[src/hw/rtl/steq_pkg.sv]
// ----------------------------------------------------------------------------
// steq_pkg
// Shared types and constants for the sorted timer event queue.
// ----------------------------------------------------------------------------
`timescale 1ns / 1ps
`default_nettype none

package steq_pkg;

   // Queue geometry
   localparam int QDEPTH = 32;
   localparam int CNT_W  = $clog2(QDEPTH + 1);
   localparam int IDX_W  = $clog2(QDEPTH);

   // Field widths
   localparam int OP_W   = 2;
   localparam int DLY_W  = 24;
   localparam int HND_W  = 4;
   localparam int DAT_W  = 16;
   localparam int TIME_W = 32;
   localparam int STS_W  = 3;

   // Opcodes
   localparam logic [OP_W-1:0] OP_ADD     = 2'd0;
   localparam logic [OP_W-1:0] OP_CANCEL  = 2'd1;
   localparam logic [OP_W-1:0] OP_ADVANCE = 2'd2;
   localparam logic [OP_W-1:0] OP_QUERY   = 2'd3;

   // Result status codes
   localparam logic [STS_W-1:0] ST_DONE       = 3'd0;
   localparam logic [STS_W-1:0] ST_FIRED      = 3'd1;
   localparam logic [STS_W-1:0] ST_FIRED_NOH  = 3'd2;
   localparam logic [STS_W-1:0] ST_FULL       = 3'd3;
   localparam logic [STS_W-1:0] ST_NOT_FOUND  = 3'd4;

   // Controller states
   typedef enum logic [2:0] {
      S_IDLE,
      S_ADD,
      S_CANCEL,
      S_FIRE,
      S_QUERY
   } state_type;

   // Kind of result beat to build
   typedef enum logic [2:0] {
      RK_DONE,
      RK_FULL,
      RK_NOT_FOUND,
      RK_FIRE,
      RK_REMAIN
   } rkind_type;

   // Controller -> datapath
   typedef struct packed {
      logic      load;
      logic      inc;
      logic      insert;
      logic      remove;
      logic      set_time;
      logic      emit;
      rkind_type kind;
   } cmd_type;

   // Datapath -> controller
   typedef struct packed {
      logic idx_lt_cnt;
      logic full;
      logic cnt_nz;
      logic rd_lt_due;
      logic rd_le_time;
      logic cancel_match;
      logic query_match;
      logic out_ready;
   } stat_type;

endpackage

`default_nettype wire

[src/hw/rtl/steq_dp.sv]
// ----------------------------------------------------------------------------
// steq_dp
// Queue storage, scan pointer, compare logic and result beat register.
// ----------------------------------------------------------------------------
`timescale 1ns / 1ps
`default_nettype none

module steq_dp (
   input  wire logic                           clock,
   input  wire logic                           reset,
   input  wire steq_pkg::cmd_type              cmd,
   output steq_pkg::stat_type                  stat,
   input  wire logic [steq_pkg::DLY_W-1:0]     req_delay,
   input  wire logic [steq_pkg::HND_W-1:0]     req_handler_id,
   input  wire logic [steq_pkg::DAT_W-1:0]     req_data_handle,
   input  wire logic [steq_pkg::TIME_W-1:0]    req_new_time,
   output logic                                rsp_valid,
   input  wire logic                           rsp_stall,
   output logic [steq_pkg::STS_W-1:0]          rsp_status,
   output logic [steq_pkg::HND_W-1:0]          rsp_fired_handler,
   output logic [steq_pkg::DAT_W-1:0]          rsp_fired_data,
   output logic [steq_pkg::TIME_W-1:0]         rsp_fired_time,
   output logic [steq_pkg::DLY_W-1:0]          rsp_remaining,
   output logic                                rsp_last
);

   // Queue entries, kept in ascending due order
   logic [steq_pkg::TIME_W-1:0] due_ff [steq_pkg::QDEPTH];
   logic [steq_pkg::HND_W-1:0]  hnd_ff [steq_pkg::QDEPTH];
   logic [steq_pkg::DAT_W-1:0]  dat_ff [steq_pkg::QDEPTH];

   logic [steq_pkg::CNT_W-1:0]  cnt_ff, cnt_in;
   logic [steq_pkg::CNT_W-1:0]  idx_ff, idx_in;
   logic [steq_pkg::TIME_W-1:0] cur_ff, cur_in;

   // Latched request
   logic [steq_pkg::TIME_W-1:0] new_due_ff;
   logic [steq_pkg::TIME_W-1:0] ntime_ff;
   logic [steq_pkg::HND_W-1:0]  hid_ff;
   logic [steq_pkg::DAT_W-1:0]  dh_ff;

   // Output beat
   logic                        ovld_ff, ovld_in;
   logic [steq_pkg::STS_W-1:0]  osts_ff;
   logic [steq_pkg::HND_W-1:0]  ohnd_ff;
   logic [steq_pkg::DAT_W-1:0]  odat_ff;
   logic [steq_pkg::TIME_W-1:0] otim_ff;
   logic [steq_pkg::DLY_W-1:0]  orem_ff;
   logic                        olast_ff;

   logic [steq_pkg::IDX_W-1:0]  ridx;
   logic [steq_pkg::TIME_W-1:0] rd_due;
   logic [steq_pkg::HND_W-1:0]  rd_hnd;
   logic [steq_pkg::DAT_W-1:0]  rd_dat;
   logic [steq_pkg::TIME_W-1:0] diff;
   logic [steq_pkg::DLY_W-1:0]  rem_sat;

   // Read the entry under the scan pointer
   assign ridx   = idx_ff[steq_pkg::IDX_W-1:0];
   assign rd_due = due_ff[ridx];
   assign rd_hnd = hnd_ff[ridx];
   assign rd_dat = dat_ff[ridx];

   // Remaining time, saturated
   assign diff    = rd_due - cur_ff;
   assign rem_sat = (diff[steq_pkg::TIME_W-1:steq_pkg::DLY_W] != '0) ? '1
                                                                    : diff[steq_pkg::DLY_W-1:0];

   // Status to controller
   always_comb begin
      stat.idx_lt_cnt   = idx_ff < cnt_ff;
      stat.full         = cnt_ff == steq_pkg::CNT_W'(steq_pkg::QDEPTH);
      stat.cnt_nz       = cnt_ff != '0;
      stat.rd_lt_due    = rd_due < new_due_ff;
      stat.rd_le_time   = rd_due <= ntime_ff;
      stat.cancel_match = ((hid_ff == '0) || (rd_hnd == hid_ff)) && (rd_dat == dh_ff);
      stat.query_match  = (rd_hnd == hid_ff) && (rd_dat == dh_ff);
      stat.out_ready    = !ovld_ff || !rsp_stall;
   end

   // Control register next values
   always_comb begin
      cnt_in = cnt_ff;
      idx_in = idx_ff;
      cur_in = cur_ff;
      if (cmd.load) begin
         idx_in = '0;
      end else if (cmd.inc) begin
         idx_in = idx_ff + 1'b1;
      end
      if (cmd.insert) begin
         cnt_in = cnt_ff + 1'b1;
      end else if (cmd.remove) begin
         cnt_in = cnt_ff - 1'b1;
      end
      if (cmd.set_time) begin
         cur_in = ntime_ff;
      end
      ovld_in = ovld_ff && rsp_stall;
      if (cmd.emit) begin
         ovld_in = 1'b1;
      end
   end

   always_ff @(posedge clock) begin
      if (reset) begin
         cnt_ff  <= '0;
         idx_ff  <= '0;
         cur_ff  <= '0;
         ovld_ff <= 1'b0;
      end else begin
         cnt_ff  <= cnt_in;
         idx_ff  <= idx_in;
         cur_ff  <= cur_in;
         ovld_ff <= ovld_in;
      end
   end

   // Request capture
   always_ff @(posedge clock) begin
      if (cmd.load) begin
         new_due_ff <= cur_ff + steq_pkg::TIME_W'(req_delay);
         ntime_ff   <= req_new_time;
         hid_ff     <= req_handler_id;
         dh_ff      <= req_data_handle;
      end
   end

   // Entry shifting: open a hole at the pointer, or close it
   always_ff @(posedge clock) begin
      for (int i = 0; i < steq_pkg::QDEPTH; i++) begin
         if (cmd.insert) begin
            if (i == int'(idx_ff)) begin
               due_ff[i] <= new_due_ff;
               hnd_ff[i] <= hid_ff;
               dat_ff[i] <= dh_ff;
            end else if (i > int'(idx_ff)) begin
               due_ff[i] <= due_ff[i-1];
               hnd_ff[i] <= hnd_ff[i-1];
               dat_ff[i] <= dat_ff[i-1];
            end
         end else if (cmd.remove) begin
            if ((i >= int'(idx_ff)) && (i < steq_pkg::QDEPTH - 1)) begin
               due_ff[i] <= due_ff[i+1];
               hnd_ff[i] <= hnd_ff[i+1];
               dat_ff[i] <= dat_ff[i+1];
            end
         end
      end
   end

   // Result beat register
   always_ff @(posedge clock) begin
      if (cmd.emit) begin
         osts_ff  <= steq_pkg::ST_DONE;
         ohnd_ff  <= '0;
         odat_ff  <= '0;
         otim_ff  <= '0;
         orem_ff  <= '0;
         olast_ff <= 1'b1;
         case (cmd.kind)
            steq_pkg::RK_FULL: begin
               osts_ff <= steq_pkg::ST_FULL;
            end
            steq_pkg::RK_NOT_FOUND: begin
               osts_ff <= steq_pkg::ST_NOT_FOUND;
            end
            steq_pkg::RK_FIRE: begin
               osts_ff  <= (rd_hnd != '0) ? steq_pkg::ST_FIRED : steq_pkg::ST_FIRED_NOH;
               ohnd_ff  <= rd_hnd;
               odat_ff  <= rd_dat;
               otim_ff  <= rd_due;
               olast_ff <= 1'b0;
            end
            steq_pkg::RK_REMAIN: begin
               orem_ff <= rem_sat;
            end
            default: begin
               osts_ff <= steq_pkg::ST_DONE;
            end
         endcase
      end
   end

   assign rsp_valid         = ovld_ff;
   assign rsp_status        = osts_ff;
   assign rsp_fired_handler = ohnd_ff;
   assign rsp_fired_data    = odat_ff;
   assign rsp_fired_time    = otim_ff;
   assign rsp_remaining     = orem_ff;
   assign rsp_last          = olast_ff;

endmodule

`default_nettype wire

[src/hw/rtl/steq_ctrl.sv]
// ----------------------------------------------------------------------------
// steq_ctrl
// Sequencer for add, cancel, advance and query scans.
// ----------------------------------------------------------------------------
`timescale 1ns / 1ps
`default_nettype none

module steq_ctrl (
   input  wire logic                        clock,
   input  wire logic                        reset,
   input  wire logic                        req_valid,
   input  wire logic [steq_pkg::OP_W-1:0]   req_opcode,
   output logic                             req_stall,
   input  wire steq_pkg::stat_type          stat,
   output steq_pkg::cmd_type                cmd
);

   steq_pkg::state_type state_ff, state_in;

   // State register
   always_ff @(posedge clock) begin
      if (reset) begin
         state_ff <= steq_pkg::S_IDLE;
      end else begin
         state_ff <= state_in;
      end
   end

   // Next state and commands
   always_comb begin
      state_in     = state_ff;
      cmd          = '0;
      cmd.kind     = steq_pkg::RK_DONE;
      req_stall    = state_ff != steq_pkg::S_IDLE;
      case (state_ff)
         steq_pkg::S_IDLE: begin
            if (req_valid) begin
               cmd.load = 1'b1;
               case (req_opcode)
                  steq_pkg::OP_ADD:     state_in = steq_pkg::S_ADD;
                  steq_pkg::OP_CANCEL:  state_in = steq_pkg::S_CANCEL;
                  steq_pkg::OP_ADVANCE: state_in = steq_pkg::S_FIRE;
                  default:              state_in = steq_pkg::S_QUERY;
               endcase
            end
         end
         // find first entry not earlier than the new due time
         steq_pkg::S_ADD: begin
            if (stat.full) begin
               if (stat.out_ready) begin
                  cmd.emit = 1'b1;
                  cmd.kind = steq_pkg::RK_FULL;
                  state_in = steq_pkg::S_IDLE;
               end
            end else if (stat.idx_lt_cnt && stat.rd_lt_due) begin
               cmd.inc = 1'b1;
            end else if (stat.out_ready) begin
               cmd.insert = 1'b1;
               cmd.emit   = 1'b1;
               state_in   = steq_pkg::S_IDLE;
            end
         end
         // drop matches in place, keep order
         steq_pkg::S_CANCEL: begin
            if (stat.idx_lt_cnt) begin
               if (stat.cancel_match) begin
                  cmd.remove = 1'b1;
               end else begin
                  cmd.inc = 1'b1;
               end
            end else if (stat.out_ready) begin
               cmd.emit = 1'b1;
               state_in = steq_pkg::S_IDLE;
            end
         end
         // pop head while due, one beat each
         steq_pkg::S_FIRE: begin
            if (stat.out_ready) begin
               cmd.emit = 1'b1;
               if (stat.cnt_nz && stat.rd_le_time) begin
                  cmd.kind   = steq_pkg::RK_FIRE;
                  cmd.remove = 1'b1;
               end else begin
                  cmd.set_time = 1'b1;
                  state_in     = steq_pkg::S_IDLE;
               end
            end
         end
         // first exact match
         steq_pkg::S_QUERY: begin
            if (stat.idx_lt_cnt && !stat.query_match) begin
               cmd.inc = 1'b1;
            end else if (stat.out_ready) begin
               cmd.emit = 1'b1;
               cmd.kind = stat.idx_lt_cnt ? steq_pkg::RK_REMAIN : steq_pkg::RK_NOT_FOUND;
               state_in = steq_pkg::S_IDLE;
            end
         end
         default: begin
            state_in = steq_pkg::S_IDLE;
         end
      endcase
   end

endmodule

`default_nettype wire

[src/hw/rtl/sorted_timer_event_queue_core.sv]
// ----------------------------------------------------------------------------
// sorted_timer_event_queue_core
// Time-ordered event queue with add, cancel, advance and query.
//
//  channel | dir | handshake          | payload
//  req     | in  | req_valid/stall    | opcode, delay, handler_id, data_handle,
//          |     |                    | new_time
//  rsp     | out | rsp_valid/stall    | status, fired_handler, fired_data,
//          |     |                    | fired_time, remaining, last
//
// One request at a time; req_stall is high from acceptance until the last
// beat is loaded into the output register. Add, cancel and query step the
// single scan pointer one entry at a time; advance emits one beat per fired
// entry plus a closing done beat. Synchronous reset empties the queue and
// zeroes current time. rsp_stall holds the sequencer.
// ----------------------------------------------------------------------------
`timescale 1ns / 1ps
`default_nettype none

module sorted_timer_event_queue_core (
   input  wire logic                           clock,
   input  wire logic                           reset,
   input  wire logic                           req_valid,
   output logic                                req_stall,
   input  wire logic [steq_pkg::OP_W-1:0]      req_opcode,
   input  wire logic [steq_pkg::DLY_W-1:0]     req_delay,
   input  wire logic [steq_pkg::HND_W-1:0]     req_handler_id,
   input  wire logic [steq_pkg::DAT_W-1:0]     req_data_handle,
   input  wire logic [steq_pkg::TIME_W-1:0]    req_new_time,
   output logic                                rsp_valid,
   input  wire logic                           rsp_stall,
   output logic [steq_pkg::STS_W-1:0]          rsp_status,
   output logic [steq_pkg::HND_W-1:0]          rsp_fired_handler,
   output logic [steq_pkg::DAT_W-1:0]          rsp_fired_data,
   output logic [steq_pkg::TIME_W-1:0]         rsp_fired_time,
   output logic [steq_pkg::DLY_W-1:0]          rsp_remaining,
   output logic                                rsp_last
);

   steq_pkg::cmd_type  cmd;
   steq_pkg::stat_type stat;

   steq_ctrl u_ctrl (
      .clock      (clock),
      .reset      (reset),
      .req_valid  (req_valid),
      .req_opcode (req_opcode),
      .req_stall  (req_stall),
      .stat       (stat),
      .cmd        (cmd)
   );

   steq_dp u_dp (
      .clock             (clock),
      .reset             (reset),
      .cmd               (cmd),
      .stat              (stat),
      .req_delay         (req_delay),
      .req_handler_id    (req_handler_id),
      .req_data_handle   (req_data_handle),
      .req_new_time      (req_new_time),
      .rsp_valid         (rsp_valid),
      .rsp_stall         (rsp_stall),
      .rsp_status        (rsp_status),
      .rsp_fired_handler (rsp_fired_handler),
      .rsp_fired_data    (rsp_fired_data),
      .rsp_fired_time    (rsp_fired_time),
      .rsp_remaining     (rsp_remaining),
      .rsp_last          (rsp_last)
   );

   // Accepted request makes the sequencer busy
   a_busy_after_accept: assert property (@(posedge clock) disable iff (reset)
      (req_valid && !req_stall) |=> req_stall)
      else $error("sequencer not busy after accept");

   // Never overwrite a beat still waiting
   a_emit_room: assert property (@(posedge clock) disable iff (reset)
      cmd.emit |-> stat.out_ready)
      else $error("beat overwritten");

   // No insert into a full queue
   a_no_overfill: assert property (@(posedge clock) disable iff (reset)
      cmd.insert |-> !stat.full)
      else $error("insert into full queue");

   // Insert and remove exclusive
   a_shift_excl: assert property (@(posedge clock) disable iff (reset)
      !(cmd.insert && cmd.remove))
      else $error("insert and remove together");

endmodule

`default_nettype wire

[config.mk]
export PLATFORM = sky130hd
export DESIGN_NAME = sorted_timer_event_queue_core
export DESIGN_NICKNAME = d
export VERILOG_FILES = /design/src/hw/rtl/steq_pkg.sv /design/src/hw/rtl/steq_dp.sv /design/src/hw/rtl/steq_ctrl.sv /design/src/hw/rtl/sorted_timer_event_queue_core.sv
export SDC_FILE = /design/constraint.sdc
export NUM_CORES = 2
export LEC_CHECK = 0
export ABC_AREA = 0
export BUFFER_PORTS_ARGS = -buffer_cell sky130_fd_sc_hd__buf_4
export CORE_UTILIZATION = 33
export DETAILED_ROUTE_END_ITERATION = 10
export PLACE_DENSITY_LB_ADDON = 0.15
export SLEW_MARGIN = 40
export SYNTH_ARGS = -nofsm -noshare
export SYNTH_HDL_FRONTEND = slang
export SYNTH_SLANG_ARGS = --single-unit
export TNS_END_PERCENT = 10
[constraint.sdc]
create_clock -name clock -period 14 [get_ports clock]
set_clock_uncertainty 0.15 [all_clocks]
set_input_delay 2.1 -clock clock [delete_from_list [all_inputs] [get_ports clock]]
set_output_delay 2.1 -clock clock [all_outputs]
set_load 0.1 [all_outputs]
==> flow_summary.yaml <==
clocking:
  cts.htree.levels: 4
  cts_num_sinks: 1881
  clk_latency_ns: 0.92
  root_buffer: "clkbuf_16"
  cts_resized: 0
  ctsHoldBuffers: 0
  cts_tree: "yes"
  numCtsBuffers: 225
  clkTransAtPathRegs_ns: 0.06
  cts_setup_buffers: 0
  clk_path_buf_depth: 4
placed_design:
  dp_cells: 13010
  pre_cts_ws_ns: 4.296
  place_hpwl_microns: 293600
  gp_congestion: 0.8729
  portBuffers: 163
power:
  p_seq_share_pct: 36.8
  clock_power_share_pct: 21.6
  power_frac_comb_pct: 41.6
  switching_share_pct: 39.45
  total_power_mw: 27.25
  power.density_nw_per_um2: 213.2
  internal_power_mw: 16.50
  switching_power_mw: 10.75
  ir_worst_vdd_v: 0.0001431
  p_leak_nw: 43.21
sta:
  setup_violations: 0
  period_needed_ns: 9.436
  timing.final.crit_share_pct: 67.40
  worst_pin_slew_ns: 0.9674
  max_slew_margin_pct: 35.22
  rsz0062_at_grt: "no"
  drv_slew: 0
  setup-tns-final_ns: 0
  hold_viol_final: 0
  clock.fmax_mhz: 106.0
  setup_ws_ns: 4.564
floorplan:
  ios: 164
  core.rowCount: 215
  die_area_sq_um: 347600
  start_util_pct: 33.19
  die_h_microns: 589.5
  die_x_microns: 589.5
  core_sq_um: 343300
logic_synthesis:
  syn_area_per_cell_sq_um: 12.80
  synth_top_area_share_pct: 48.19
  ys_types: 80
  synth-main-ff-cell: "edfxtp_1"
  synth-edff-count: 1828
  synth_nets: 9118
  synth_area_sq_um: 113900
  ys_async_sr_fraction_pct: 0
  yosysTopAreaCell: "edfxtp_1"
  postSynthCellCount: 8899
  ys_seq_elements: 1881
  synthTopCellsByArea: "edfxtp_1 48%, mux2_2 14%, mux2i_1 9.4%, mux4_2 8.3%, o21ai_0 3.5%"
  seq_area_frac_synth_pct: 49.12
  yosys_warnings: 0
critical_path:
  slowest_delay_ns: 0.84
  cp_slowest_cell: "dfxtp_4"
  crit_chain: "buf_12 > buf_16 > mux4_2 > mux4_2 > mux2_2 > ha_1 > a21o_1 > a21o_1 > a2111oi_0 > o21a_1 > a2bb2oi_1 > and3_1 > o21a_1 > a21o_4 > buf_12 > buf_4 > and2_2 > buf_4 > o21ai_0"
  cp-start-kind: "flip-flop"
  cp.required_ns: 14.47
  path_delay_family: "buffers and inverters"
  crit_path_end_kind: "flip-flop"
  cp.arrival_ns: 9.91
  critPathKind: "reg -> reg"
  crit_buf_inv: 5
  path_max_fanout: 66
grt:
  grt-ovfl-total: 0
  grt_max_degree: 156
  grt_first_pass_wirelength_microns: 642000
  grt_pass1_vias: 79920
  antenna_found_initial: 18
  grt_use_total_pct: 25.36
job:
  drv_cap: 0
drt:
  dr.pass1.iters: 6
  ant_nets: 0
  num_vias: 81660
  dr.first_iter.drc_count: 10030
  wl_per_cell_microns: 33.74
  wirelength_microns: 453200
  vias_per_cell: 6.079
  drc: 0
cells_and_area:
  seq_area_sq_um: 55970
  finalNonFillerCells: 13430
  nets: 8906
  nFillCells: 32990
  multi_input_area_sq_um: 54470
  utilization_pct: 37.23
  area_growth_pct: 12.17
  drive_above_1_share_pct: 30.44
hold_path:
  hold_path_startpoint: "u_dp.cnt_ff[4]$_SDFFE_PP0P_"
  hold_class: "reg -> reg"
status:
  outcome: "finished, final reports clean"
==> metal layers <==
metal | routed length [microns] | vias to the layer above | GRT usage, %
met5 | 34 | - | 0
li1 | - | 34290 | -
met2 | 196400 | 4128 | 37.95
met4 | 8962 | 6 | 5.112
met3 | 44140 | 528 | 6.117
met1 | 203600 | 42710 | 37.09
==> cells by family after synthesis <==
group / share of synthesized area, %
mux: 31.42
flops: 49.12
simple gates: 6.549
compound gates: 6.994
buf+inv: 3.871
fa+ha+maj: 1.525
xor+xnor: 0.5228
==> tightest hold or removal path, cell delays in order, from the launching register on <==
cell,delay (ns)
dfxtp_1,0.33
nand3_1,0.07
a21oi_1,0.05
==> power by group through the flow <==
stage / logic, mW / clock network (mW) / registers [mW]
finish: 11.3 / 5.89 / 10.0
global placement: 10.9 / 0 / 10.0
CTS: 11.2 / 5.99 / 9.95
detailed placement: 11.2 / 0 / 10.0
floorplan: 6.67 / 0 / 10.5
global route: 12.0 / 6.16 / 10.1
==> synthesized netlist by cell type, drive strengths merged (7+ instances only) <==
master	instances
a211oi	7
a21o	57
a21oi	338
a22o	32
a22oi	51
a31oi	19
a41oi	26
and2	62
and3	17
buf	365
clkbuf	522
dfxtp	53
edfxtp	1828
ha	134
inv	138
mux2	1383
mux2i	1075
mux4	420
nand2	102
nand2b	21
nand3	771
nand4	29
nor2	175
nor2b	24
nor3	244
o211ai	18
o21a	16
o21ai	796
o31ai	17
or2	10
or3	12
xnor2	46
xor2	22
==> stage by stage <==
step / cell area, sq um / hold slack (ns)
CTS: 127600 / 0.3605
finish: 127800 / 0.3576
global placement: 119700 / 0.3406
detailed placement: 120600 / 0.3511
global route: 127800 / 0.3856
floorplan: 113900 / 0.3183
==> final timing paths <==
kind | slack (ns) | endpoint | cells past startpoint
max | 4.56 | u_dp.due_ff[18][10]$_DFFE_PP_ | 19
min | 0.36 | u_dp.cnt_ff[4]$_SDFFE_PP0P_ | 2
max reg2reg | 4.56 | u_dp.due_ff[18][10]$_DFFE_PP_ | 19
min reg2reg | 0.36 | u_dp.cnt_ff[4]$_SDFFE_PP0P_ | 2
==> final cells by class <==
cell class | count | area share (%)
sequential | 1881 | 43.80
multi-input combinational | 5992 | 42.63
clock buffer | 277 | 4.647
tap | 4557 | 4.462
timing repair buffer | 448 | 3.171
clock inverter | 129 | 0.8617
inverter | 139 | 0.4083
antenna | 10 | 0.01958
==> sequential cells by signal, summed over array words and instances (netlist names), named ones only <==
name / flops
u_ctrl.state_ff: 3
u_dp.cnt_ff: 6
u_dp.cur_ff: 32
u_dp.dat_ff: 512
u_dp.dh_ff: 16
u_dp.due_ff: 1024
u_dp.hid_ff: 4
u_dp.hnd_ff: 128
u_dp.idx_ff: 6
u_dp.new_due_ff: 32
u_dp.ntime_ff: 32
u_dp.rsp_fired_data: 16
u_dp.rsp_fired_handler: 4
u_dp.rsp_fired_time: 32
u_dp.rsp_last: 1
u_dp.rsp_remaining: 24
u_dp.rsp_status: 3
u_dp.rsp_valid: 1
==> layout by cell type (no fill, tap or decap), types with 21 or more instances in the layout <==
cell / instances
a21o_1: 50
a21oi_1: 329
a22o_1: 32
a22oi_1: 51
a41oi_1: 26
and2_1: 51
buf_4: 357
buf_6: 48
clkbuf_1: 43
clkbuf_16: 228
clkinv_1: 53
clkinv_2: 49
dfxtp_1: 48
edfxtp_1: 1828
ha_1: 134
inv_1: 138
mux2_2: 1373
mux2i_1: 1068
mux4_2: 420
nand2_1: 86
nand3_1: 767
nand4_1: 29
nor2_1: 149
nor2_4: 25
nor3_1: 229
o21ai_0: 790
xnor2_1: 45
xor2_1: 21
(Power assumes the default switching activity.)
